### config.mk
export PLATFORM = sky130hd
export DESIGN_NAME = asvm_mul
export DESIGN_NICKNAME = d
export VERILOG_FILES = /design/src/sv/asvm_pkg.sv /design/src/sv/asvm_mul.sv
export SDC_FILE = /design/constraint.sdc
export NUM_CORES = 2
export LEC_CHECK = 0
export BUFFER_PORTS_ARGS = -buffer_cell sky130_fd_sc_hd__buf_2
export CORE_ASPECT_RATIO = 0.7
export CORE_MARGIN = 2
export CORE_UTILIZATION = 40
export DETAILED_ROUTE_END_ITERATION = 10
export GPL_TIMING_DRIVEN = 0
export PLACE_DENSITY = 0.55
export SLEW_MARGIN = 10
export SYNTH_ARGS = -nofsm -noshare
export SYNTH_HDL_FRONTEND = slang
export SYNTH_SLANG_ARGS = --single-unit
export TNS_END_PERCENT = 10
### constraint.sdc
create_clock -name clk -period 17.2 [get_ports clk]
set_input_delay 0 -clock clk [delete_from_list [all_inputs] [get_ports clk]]
set_output_delay 0 -clock clk [all_outputs]
set_load 0.02 [all_outputs]
### src/sv/asvm_pkg.sv
// Shared constants for the accumulator/stack execute block.
// Opcodes, status codes and program counter geometry. No dependencies.
`default_nettype none
package asvm_pkg;
  localparam int unsigned ProgramWords = 1024;
  localparam int unsigned PcBits       = $clog2(ProgramWords);

  localparam logic [7:0] OP_LOAD  = 8'h01;
  localparam logic [7:0] OP_ADD   = 8'h02;
  localparam logic [7:0] OP_DIV   = 8'h03;
  localparam logic [7:0] OP_MUL   = 8'h04;
  localparam logic [7:0] OP_SUB   = 8'h05;
  localparam logic [7:0] OP_JMP   = 8'h06;
  localparam logic [7:0] OP_CALL  = 8'h07;
  localparam logic [7:0] OP_JZ    = 8'h08;
  localparam logic [7:0] OP_PUSH  = 8'h0A;
  localparam logic [7:0] OP_POP   = 8'h0B;
  localparam logic [7:0] OP_RET   = 8'h0E;
  localparam logic [7:0] OP_LOADS = 8'h10;
  localparam logic [7:0] OP_CALLG = 8'h11;
  localparam logic [7:0] OP_CALLL = 8'h12;
  localparam logic [7:0] OP_CALLE = 8'h13;
  localparam logic [7:0] OP_CALLN = 8'h14;
  localparam logic [7:0] OP_HLTE  = 8'h15;
  localparam logic [7:0] OP_HLTN  = 8'h16;
  localparam logic [7:0] OP_HLTG  = 8'h17;
  localparam logic [7:0] OP_HLTL  = 8'h18;
  localparam logic [7:0] OP_DEC   = 8'h19;
  localparam logic [7:0] OP_HALT  = 8'hFF;

  localparam logic [2:0] ST_RUN   = 3'd0;
  localparam logic [2:0] ST_HALT  = 3'd1;
  localparam logic [2:0] ST_OVER  = 3'd2;
  localparam logic [2:0] ST_UNDER = 3'd3;
  localparam logic [2:0] ST_INDEX = 3'd4;
  localparam logic [2:0] ST_DIVZ  = 3'd5;

  typedef logic [63:0] word_t;
endpackage
`default_nettype wire

### src/sv/asvm_mul.sv
// Iterative 64x64 multiplier, low 64 bits, one 32x32 product per cycle.
// Depends on asvm_pkg.
`default_nettype none
module asvm_mul (
  input  wire            clk,
  input  wire            rst,
  input  wire            start,
  input  asvm_pkg::word_t op_a,
  input  asvm_pkg::word_t op_b,
  output logic           done,
  output asvm_pkg::word_t product
);
  import asvm_pkg::*;

  logic [1:0]  step;
  logic        busy;
  word_t       a_q;
  word_t       b_q;
  logic [31:0] mx;
  logic [31:0] my;
  logic [63:0] pp;

  always_comb begin
    case (step)
      2'd0:    begin mx = a_q[31:0];  my = b_q[31:0];  end
      2'd1:    begin mx = a_q[31:0];  my = b_q[63:32]; end
      default: begin mx = a_q[63:32]; my = b_q[31:0];  end
    endcase
    pp = mx * my;
  end

  always_ff @(posedge clk) begin
    if (rst) begin
      busy <= 1'b0;
      done <= 1'b0;
      step <= 2'd0;
    end else if (start) begin
      busy <= 1'b1;
      done <= 1'b0;
      step <= 2'd0;
      a_q  <= op_a;
      b_q  <= op_b;
    end else if (busy) begin
      if (step == 2'd0) begin
        product <= pp;
      end else begin
        product[63:32] <= product[63:32] + pp[31:0];
      end
      if (step == 2'd2) begin
        busy <= 1'b0;
        done <= 1'b1;
      end
      step <= step + 2'd1;
    end
  end
endmodule
`default_nettype wire

==> impl_metrics.json <==
{
  "status": "complete, no violations",
  "drt-initial-drc-count": 3308,
  "crit_buf_inv": 12,
  "drc": 0,
  "insertion_delay_ps": 570,
  "num_rows": 98,
  "cts_max_path_buffers": 2,
  "clk_pin_slew_ps": 110,
  "routed_wl_mm": 151,
  "finClkSkew_ps": 30.6,
  "ctsResizeCount": 0,
  "fin_nets": 6013,
  "synthCells": 4319,
  "first_global_vias": 33000,
  "cpMostUsedCell": "fa_1",
  "grt_max_degree": 33,
  "core_area_um2": 102000,
  "worstMarginPinSlew_ps": 1390,
  "top_layer_used": "met5",
  "final-setup-viol-count": 0,
  "synth_ff_type": "edfxtp_1",
  "final_common_cell": "fa_1",
  "grt_usage_pct": 29.1,
  "die_w_um": 388,
  "async_flop_share_pct": 0,
  "grt_remaining_overflow": 0,
  "h-tree-depth": 4,
  "hold_depth": 2,
  "rsz0062_at_grt": "false",
  "critPathCaptureType": "register",
  "routed_via_density": 5.37,
  "final_cell_mix": "897 x fa_1, 874 x inv_1, 610 x nand2_1, 535 x nor2_1, 298 x ha_1",
  "critPathSlowestCell": "clkbuf_1",
  "slew_headroom_pct": 4.37,
  "post-route-period-util_pct": 77.7,
  "synth_cell_type_count": 84,
  "areaGrowthSynthToFinish_pct": 12.2,
  "avgSynthCellArea_um2": 9.54,
  "finalCriticalPeriod_ps": 13360,
  "worstPathArrival_ps": 13710,
  "netlist_area_um2": 41200,
  "drive_gt1_share_pct": 8.15,
  "drv_slew": 0,
  "whs_endpoint": "b_q[35]$_DFFE_PP_",
  "r2r-start": "step[1]$_SDFFE_PN0P_",
  "place_congestion": 0.985,
  "ys_warn_count": 0,
  "worstPathRequired_ps": 17550,
  "wl_per_cell_um": 24.9,
  "wl_met3_mm": 16.8,
  "die_y_um": 273,
  "maxCapViolCount": 0,
  "min-delay-start": "op_b[35]",
  "cp_slowest_stage_delay_ps": 970,
  "worst_path_dominant_cell_family": "adder cells",
  "path_class": "reg2reg",
  "start_util_pct": 40.4,
  "fmax_ghz": 0.0748,
  "cts_tree": "yes",
  "route.met2.wl_mm": 64.0,
  "cp-start-kind": "register",
  "syn-num-nets": 5645,
  "post-dp-hpwl_mm": 129,
  "grt_first_pass_wirelength_mm": 221,
  "cts_buffers": 17,
  "tns_ps": 0,
  "rr_worst_depth": 40,
  "cp_max_fo": 10,
  "hold_viol_final": 0,
  "r2r_end": "product[63]$_DFFE_PP_",
  "wl_met1_mm": 65.8,
  "clock-sinks": 196,
  "synth-seq-cells": 196,
  "antenna_found_initial": 6,
  "final.fill_count": 9946,
  "vias": 32500,
  "design.die.area_um2": 106000,
  "io_buffers": 195,
  "ant_nets": 0,
  "firstDrtPassIters": 6,
  "hold_class": "in2reg",
  "ys_seq_area_share_pct": 14.2,
  "r2r_setup_slack_ps": 3840,
  "synth-edff-count": 192,
  "root_buffer": "clkbuf_16",
  "ios": 196
}
[worst max path at each step]
| stage | from | endpoint | slack, ps | cells past startpoint |
|---|---|---|---|---|
| floorplan | step[1]$_SDFFE_PN0P_ | product[63]$_DFFE_PP_ | 7510 | 37 |
| global placement | step[1]$_SDFFE_PN0P_ | product[63]$_DFFE_PP_ | 3210 | 37 |
| detailed placement | step[1]$_SDFFE_PN0P_ | product[63]$_DFFE_PP_ | 4120 | 40 |
| CTS | step[1]$_SDFFE_PN0P_ | product[63]$_DFFE_PP_ | 4000 | 40 |
| global route | step[1]$_SDFFE_PN0P_ | product[63]$_DFFE_PP_ | 3490 | 40 |
| finish | step[1]$_SDFFE_PN0P_ | product[63]$_DFFE_PP_ | 3840 | 40 |
[logic make-up (layout without fill, tap and decap cells)]
| kind of cell | after synthesis | in the layout | synth area share [%] |
|---|---|---|---|
| AOI/OAI and AO/OA | 336 | 336 | 5.43 |
| xor gates and xnor gates | 81 | 81 | 1.72 |
| adders and majority gates | 1195 | 1195 | 52.6 |
| buffers and inverters | 1073 | 1454 | 9.84 |
| DFF | 196 | 196 | 14.2 |
| muxes | 130 | 130 | 3.35 |
| other | 0 | 1 | 0 |
| and+or+nand+nor | 1308 | 1308 | 12.9 |
[synth_stat cells (5+ instances only)]
master	instances	area share, %
a21oi_1	107	1.3
mux2_2	62	1.7
o21ai_1	7	0.085
a21o_1	49	0.89
edfxtp_1	192	14
ha_1	298	9.0
nand4_1	29	0.44
buf_1	8	0.073
or3_1	6	0.091
fa_1	897	44
nor2b_1	9	0.14
o21ai_0	59	0.72
and3_1	10	0.15
o21bai_1	15	0.27
o211ai_1	6	0.11
and2_1	13	0.20
xnor2_1	51	1.1
o21a_1	11	0.20
o2111ai_1	5	0.11
nor3_1	20	0.24
nand2_1	610	5.6
xor2_1	30	0.64
nor2_1	536	4.9
clkbuf_1	175	1.6
nand2b_1	19	0.29
mux2i_1	67	1.6
buf_2	15	0.18
inv_1	874	8.0
a211oi_1	14	0.25
nand3_1	31	0.38
a31oi_1	12	0.18
[stage by stage]
step | hold slack, ps | std cells | util (%) | instance area (µm²) | worst slack, ps
after CTS | 86.2 | 6050 | 45.2 | 46200 | 4000
after global placement | 177 | 5864 | 43.0 | 43900 | 3210
after global routing | 142 | 6050 | 45.3 | 46200 | 3490
after floorplan | 72.4 | 4319 | - | 41200 | 7510
final | 136 | 6051 | 45.3 | 46200 | 3840
after detailed placement | 178 | 5887 | 43.3 | 44300 | 4120
[per-layer routing]
| layer | GRT usage, % | vias to the layer above |
|---|---|---|
| li1 | - | 13900 |
| met1 | 42.5 | 16800 |
| met2 | 42.6 | 1588 |
| met3 | 7.66 | 175 |
| met4 | 7.62 | 2 |
| met5 | 0 | - |
[registers in the layout, indices dropped and copies added (netlist names)]
| signal | cells |
|---|---|
| b_q | 64 |
| a_q | 64 |
| product | 64 |
| step | 2 |
| busy | 1 |
| done | 1 |
[repair_timing]
item | CTS | global route
endpoints found under the hold margin | 146 | 0
endpoints found under the setup margin | 0 | 0
hold buffers | 131 | 0
setup buffers | 0 | 0
[area by class of cell]
cell class	count	area (µm²)	share of cell area (%)
Antenna cell	1	2.50	0.00541
Clock buffer	17	425	0.920
Tap cell	1350	1690	3.65
Clock inverter	15	205	0.444
Timing Repair Buffer	349	2590	5.60
Buffer	199	781	1.69
Multi-Input combinational cell	3050	31400	67.9
Inverter	874	3280	7.10
Sequential cell	196	5850	12.6
Power is not shown: default switching activity piles up to over one toggle a cycle in this logic, so the estimate is an artifact.
