File: src/sv/asvm_pkg.sv
// Shared constants for the accumulator/stack execute block.
// Opcodes, status codes and program counter geometry. No dependencies.
`default_nettype none
package asvm_pkg;
  localparam int unsigned ProgramWords = 1024;
  localparam int unsigned PcBits       = $clog2(ProgramWords);

  localparam logic [7:0] OP_LOAD  = 8'h01;
  localparam logic [7:0] OP_ADD   = 8'h02;
  localparam logic [7:0] OP_DIV   = 8'h03;
  localparam logic [7:0] OP_MUL   = 8'h04;
  localparam logic [7:0] OP_SUB   = 8'h05;
  localparam logic [7:0] OP_JMP   = 8'h06;
  localparam logic [7:0] OP_CALL  = 8'h07;
  localparam logic [7:0] OP_JZ    = 8'h08;
  localparam logic [7:0] OP_PUSH  = 8'h0A;
  localparam logic [7:0] OP_POP   = 8'h0B;
  localparam logic [7:0] OP_RET   = 8'h0E;
  localparam logic [7:0] OP_LOADS = 8'h10;
  localparam logic [7:0] OP_CALLG = 8'h11;
  localparam logic [7:0] OP_CALLL = 8'h12;
  localparam logic [7:0] OP_CALLE = 8'h13;
  localparam logic [7:0] OP_CALLN = 8'h14;
  localparam logic [7:0] OP_HLTE  = 8'h15;
  localparam logic [7:0] OP_HLTN  = 8'h16;
  localparam logic [7:0] OP_HLTG  = 8'h17;
  localparam logic [7:0] OP_HLTL  = 8'h18;
  localparam logic [7:0] OP_DEC   = 8'h19;
  localparam logic [7:0] OP_HALT  = 8'hFF;

  localparam logic [2:0] ST_RUN   = 3'd0;
  localparam logic [2:0] ST_HALT  = 3'd1;
  localparam logic [2:0] ST_OVER  = 3'd2;
  localparam logic [2:0] ST_UNDER = 3'd3;
  localparam logic [2:0] ST_INDEX = 3'd4;
  localparam logic [2:0] ST_DIVZ  = 3'd5;

  typedef logic [63:0] word_t;
endpackage
`default_nettype wire

File: src/sv/asvm_div.sv
// Signed 64-bit restoring divider, one quotient bit per cycle, truncating.
// Depends on asvm_pkg. Divisor must be nonzero and not minus one.
`default_nettype none
module asvm_div (
  input  wire            clk,
  input  wire            rst,
  input  wire            start,
  input  asvm_pkg::word_t dividend,
  input  asvm_pkg::word_t divisor,
  output logic           done,
  output asvm_pkg::word_t quotient
);
  import asvm_pkg::*;

  logic [6:0]  cnt;
  logic        busy;
  logic        neg;
  logic [64:0] rem;
  word_t       quo;
  word_t       den;
  logic [64:0] rem_sh;
  logic [64:0] diff;

  assign rem_sh   = {rem[63:0], quo[63]};
  assign diff     = rem_sh - {1'b0, den};
  assign quotient = neg ? (64'd0 - quo) : quo;

  always_ff @(posedge clk) begin
    if (rst) begin
      busy <= 1'b0;
      done <= 1'b0;
      cnt  <= 7'd0;
    end else if (start) begin
      busy <= 1'b1;
      done <= 1'b0;
      cnt  <= 7'd0;
      neg  <= dividend[63] ^ divisor[63];
      rem  <= 65'd0;
      quo  <= dividend[63] ? (64'd0 - dividend) : dividend;
      den  <= divisor[63] ? (64'd0 - divisor) : divisor;
    end else if (busy) begin
      if (!diff[64]) begin
        rem <= diff;
        quo <= {quo[62:0], 1'b1};
      end else begin
        rem <= rem_sh;
        quo <= {quo[62:0], 1'b0};
      end
      if (cnt == 7'd63) begin
        busy <= 1'b0;
        done <= 1'b1;
      end
      cnt <= cnt + 7'd1;
    end
  end
endmodule
`default_nettype wire

File: config.mk
export PLATFORM = sky130hd
export DESIGN_NAME = asvm_div
export DESIGN_NICKNAME = d
export VERILOG_FILES = /design/src/sv/asvm_pkg.sv /design/src/sv/asvm_div.sv
export SDC_FILE = /design/constraint.sdc
export NUM_CORES = 1
export LEC_CHECK = 0
export BUFFER_PORTS_ARGS = -buffer_cell sky130_fd_sc_hd__buf_4
export CAP_MARGIN = 20
export CORE_ASPECT_RATIO = 0.9
export CORE_MARGIN = 2
export CORE_UTILIZATION = 26
export CTS_CLUSTER_DIAMETER = 60
export CTS_CLUSTER_SIZE = 25
export DETAILED_ROUTE_END_ITERATION = 10
export GPL_TIMING_DRIVEN = 0
export HOLD_SLACK_MARGIN = 0.12
export SKIP_LAST_GASP = 1
export SLEW_MARGIN = 5
export SYNTH_ARGS = -nofsm -noshare
export SYNTH_HDL_FRONTEND = slang
export SYNTH_SLANG_ARGS = --single-unit
File: constraint.sdc
create_clock -name clk -period 22 [get_ports clk]
set_clock_uncertainty 0.05 [all_clocks]
set_input_delay 4.4 -clock clk [delete_from_list [all_inputs] [get_ports clk]]
set_output_delay 4.4 -clock clk [all_outputs]
set_load 0.02 [all_outputs]
==> flow_summary.toml, run 1 <==
[run_status]
status = "complete, no violations"

[setup_path]
critPathMaxStageDelay_ps = 590
path_delay_family = "simple AND/OR/NAND/NOR gates"
crit_required_ps = 17550
worstRegToRegCells = 14
arrival_ps = 4350
regToRegEndpoint = "rem[42]"
crit_cells = 9
crit_top_cell = "or4_4"
critical_path_buf_inv_count = 1
cp_max_fo = 8
slowest_stage = "or4_4"
path_class = "reg -> out"
timing.rr.start = "quo[63]"
worst_setup_path_start_kind = "flip-flop"
cp_cell_sequence = "or4_4, or4_1, or2_1, or4_4, nor3_1, nand3_2, o41ai_1, xnor2_1, buf_4"
endpoint_kind = "output pin"
reg2reg_setup_slack_ps = 16920
startpoint = "quo[15]"
cp-endpoint = "quotient[60]"

[synthesis]
ys.flop_type = "edfxtp_1"
synthArstFlopShare_pct = 0
syn_area_per_cell_sq_um = 8.95
synth_edf_count = 193
synth-seq-cells = 202
synthCells = 1805
synth_cell_type_count = 78
synth_area_sq_um = 16200
synth_nets = 2005
yosys_warnings = 0
synth_seq_area_share_pct = 37.0

[clocking]
cts_buffers = 27
htreeDepth = 1
ctsHoldBuffers = 0
root_buffer = "clkbuf_16"
cts_tree = "yes"
clock_latency_ps = 560
clkSinkCount = 202
ctsLongestPathBuffers = 3
post_cts_buffers = 0
clk_pin_slew_ps = 60
cts_resized = 0

[sta]
slew_headroom_pct = 30.0
finalSetupViolations = 0
tightest_slew_ps = 1020
maxSlewViolCount = 0
period_needed_ps = 8800
fin_crit_sh_pct = 40.0
hold_viol = 0
fin_tns_setup_ps = 0
rsz0062_at_grt = "no"
fmax_mhz = 114

[placement]
io_buffers = 194
gp_congestion = 0.908
dp_hpwl_um = 43600
dpl.cell_count = 2798

[route]
viasPerCell = 5.22
wire_per_inst_um = 19.3
drt-initial-drc-count = 1037
drc_errors = 0
drt_wl_total_um = 55000
vias = 14800
ant_nets = 0
drt_first_pass_iters = 5

[power_and_ir_drop]
pwr-share-comb_pct = 35.1
swShare_pct = 36.2
clockPowerShare_pct = 30.1
power_switching_uw = 511
power_density_nw_per_um2 = 71.8
power.internal_uw = 899
seq_power_share_pct = 34.8
p_leak_uw = 0.00727
peakVddDrop_uv = 55.1

[die]
fp.coreArea_sq_um = 61300
die-area_sq_um = 64200
die_width_um = 267
row_count = 86
initial_core_util_pct = 26.3
io_pins = 196
die_y_um = 241

[layout]
multi_input_area_sq_um = 9530
register_area_sq_um = 5980
mostFrequentLayoutCells = "195 x buf_4, 193 x edfxtp_1, 166 x nor2_1, 157 x a21oi_1, 153 x xnor2_1"
n_antenna_cell = 0
nNetsFinal = 2235
drive_gt1_share_pct = 15.0
final_common_cell = "buf_4"
area_growth_pct = 21.5
nFillCells = 6412
finalNonFillerCells = 2845

[worst_hold_path]
hp-class = "reg -> reg"
holdPathStages = 2

[global_routing]
antenna_found_initial = 3
grt_max_degree = 35
first_global_vias = 14400
grt_usage_pct = 16.7
grt_pass1_wl_um = 83900
grt.overflow.total = 0

[flow_run]
cap_violations = 0
cell type report:
type	count	area share, %
Multi-Input combinational cell	1426	48.5
Sequential cell	202	30.4
Timing Repair Buffer	201	8.17
Tap cell	792	5.05
Clock buffer	30	3.66
Inverter	91	1.74
Buffer	86	1.69
Clock inverter	17	0.701
stage by stage:
stage,setup WS [ps],hold WS [ps],power (uW),area (sq um),utilization [%]
after floorplan,10900,408,820,16200,-
after global placement,6820,397,983,18600,30.3
after detailed placement,13830,410,988,18800,30.6
after CTS,13210,422,1420,19600,32.0
after global routing,13010,453,1490,19600,32.0
final,13200,413,1410,19600,32.0
synthesized netlist by cell type, types with 36 or more instances:
cell type    n  area [sq um]
nor3_1      37           185
o31ai_1     53           398
a21oi_1    157           786
inv_1       91           342
nand4_1     36           225
nor2_1     168           631
xor2_1      87           762
edfxtp_1   193          5800
clkbuf_1    76           285
nand2_1    145           544
or3_1       41           257
o21ai_0    113           566
xnor2_1    153          1340
ha_1        68           851
tightest hold or removal path, stage by stage (launching register included):
cell and delay [ps]:
dfxtp_1 320, inv_1 50, a21oi_1 50
registers in the layout, indices dropped and copies added, names as in the netlist:
signal / cells
den: 64
neg: 1
rem: 64
quo: 64
cnt: 7
busy: 1
done: 1
worst min-delay path by stage:
| stage | endpoint | start | slack, ps |
|---|---|---|---|
| after floorplan | cnt[6] | cnt[6] | 410 |
| after global placement | done | done | 400 |
| after detailed placement | done | done | 410 |
| after CTS | done | done | 420 |
| after global routing | done | done | 450 |
| final | done | done | 410 |
cells by family (layout without fill, tap and decap cells):
logic type               count (synthesis)  in the layout  share of synthesized area, %
flip-flops                             202            202                          37.0
AO/OA/AOI/OAI                          504            504                          19.9
adder cells (fa/ha/maj)                 69             69                          5.39
buffers and inverters                  177            425                          4.17
multiplexers                            43             43                          2.73
AND/OR/NAND/NOR                        570            570                          17.8
XOR/XNOR                               240            240                          13.0
layer usage:
metal | wire length, um | global-route usage [%] | vias to the layer above
met2 | 25100 | 28.0 | 562
met1 | 24200 | 22.3 | 7081
met4 | 1520 | 4.34 | 6
li1 | - | - | 7116
met5 | 34 | 0 | -
met3 | 4080 | 2.94 | 80
power by group through the flow:
stage,sequential (uW),combinational [uW],clock [uW]
after floorplan,493,327,0
after global placement,502,481,0
after detailed placement,498,490,0
after CTS,490,492,438
after global routing,494,544,451
final,491,494,425
No activity file was read; power rests on OpenSTA's default activity.
==> run 2: changes to the inputs <==
==> constraint.sdc (replaced) <==
create_clock -name clk -period 7.8 [get_ports clk]
set_clock_uncertainty 0.05 [all_clocks]
set_input_delay 1.56 -clock clk [delete_from_list [all_inputs] [get_ports clk]]
set_output_delay 1.56 -clock clk [all_outputs]
set_load 0.02 [all_outputs]
==> flow_summary.toml, run 2 (synthesis results as in run 1) <==
[run_status]
status = "complete, no violations"

[sta]
finalSetupViolations = 0
tightest_slew_ps = 1020
maxSlewViolCount = 0
fmax_mhz = 168
fin_crit_sh_pct = 76.5
fin_ws_ps = 1830
slew_headroom_pct = 32.0
hold_viol = 0
period_needed_ps = 5970
rsz0062_at_grt = "no"

[die]
die_y_um = 241
io_pins = 196
row_count = 86
fp.coreArea_sq_um = 61300
initial_core_util_pct = 26.3
die_width_um = 267
die-area_sq_um = 64200

[layout]
nNetsFinal = 2236
area_growth_pct = 21.8
finalNonFillerCells = 2848
drive_gt1_share_pct = 15.0
reg_top3 = "den: 64 flops, quo: 64 flops, rem: 64 flops"
final_common_cell = "buf_4"
n_antenna_cell = 0
final_core_util_pct = 32.1
final_area_sq_um = 19700
mostFrequentLayoutCells = "195 x buf_4, 193 x edfxtp_1, 166 x nor2_1, 157 x a21oi_1, 153 x xnor2_1"

[global_routing]
grt_usage_pct = 16.5
grt.overflow.total = 0
grt_pass1_wl_um = 83200
antenna_found_initial = 0
grt_max_degree = 36
first_global_vias = 14400

[route]
drt-initial-drc-count = 995
wire_per_inst_um = 19.1
drt_first_pass_iters = 7
drt_wl_total_um = 54400
ant_nets = 0
vias = 14800
viasPerCell = 5.19
drc_errors = 0

[clocking]
cts_resized = 0
ctsHoldBuffers = 0
root_buffer = "clkbuf_16"
cts_tree = "yes"
post_cts_buffers = 0
clock_latency_ps = 560
clkSinkCount = 202
clk_pin_slew_ps = 60
cts_buffers = 26
ctsLongestPathBuffers = 3
htreeDepth = 1

[placement]
io_buffers = 194
pre_cts_ws_ps = 2390
dp_hpwl_um = 43100
gp_congestion = 0.916
post_dp_cell_area_sq_um = 18800
dpl.cell_count = 2799

[setup_path]
worst_setup_path_start_kind = "flip-flop"
regToRegEndpoint = "rem[42]"
worstRegToRegCells = 14
arrival_ps = 4360
timing.rr.start = "quo[63]"
path_class = "reg -> out"
crit_required_ps = 6190
endpoint_kind = "output pin"
cp_max_fo = 8
reg2reg_setup_slack_ps = 2800

[worst_hold_path]
hp-class = "reg -> reg"
hp-start = "done"
hold_end = "done"
holdPathStages = 2

[power_and_ir_drop]
power_uw = 4010
power_density_nw_per_um2 = 204
peakVddDrop_uv = 125
p_leak_uw = 0.00729

[flow_run]
cap_violations = 0
## run 2: final cells by class
cell class,instances,area (sq um)
Clock buffer,28,679
Buffer,86,332
Tap cell,792,991
Multi-Input combinational cell,1426,9530
Inverter,91,342
Fill cell,6367,41700
Sequential cell,202,5980
Clock inverter,20,205
Timing Repair Buffer,203,1630
## run 2: routing by layer
layer | up-vias | GRT usage, % | part of all wire (%)
met2 | 512 | 27.8 | 46
met5 | - | 0 | 0
li1 | 7111 | - | -
met1 | 7104 | 22.3 | 45
met3 | 56 | 2.45 | 6.4
met4 | 0 | 3.90 | 1.9
## run 2: critical path, cell delays in order, from the launching register on
cell and delay (ps):
edfxtp_1 450, or3_4 430, or3_1 410, or4_4 500
or4_4 480, nor3_1 350, nand3_2 300, o41ai_1 460
xnor2_1 220, buf_4 200
## run 2: worst max-delay path by stage
| stage | from | to | slack [ps] | depth (start not counted) |
|---|---|---|---|---|
| global route | quo[15] | quotient[60] | 1660 | 9 |
| detailed placement | quo[5] | quotient[60] | 2390 | 9 |
| finish | quo[5] | quotient[60] | 1830 | 9 |
| global placement | start | rem[12] | -1010 | 5 |
| CTS | quo[15] | quotient[60] | 1790 | 9 |
| floorplan | start | quo[0] | 1730 | 4 |
## run 2: metrics by stage
stage	hold WS, ps	TNS (ps)
2_1_floorplan	408	0
3_3_place_gp	392	-127730
3_5_place_dp	408	0
4_1_cts	419	0
5_1_grt	452	0
6_report	416	0
## run 2: where the power goes
| part | internal (uW) | total, uW | leakage, uW | switching, uW |
|---|---|---|---|---|
| Sequential | 1320 | 1380 | 0.00191 | 63.6 |
| Clock | 691 | 1240 | 0.000429 | 545 |
| Combinational | 541 | 1390 | 0.00495 | 849 |
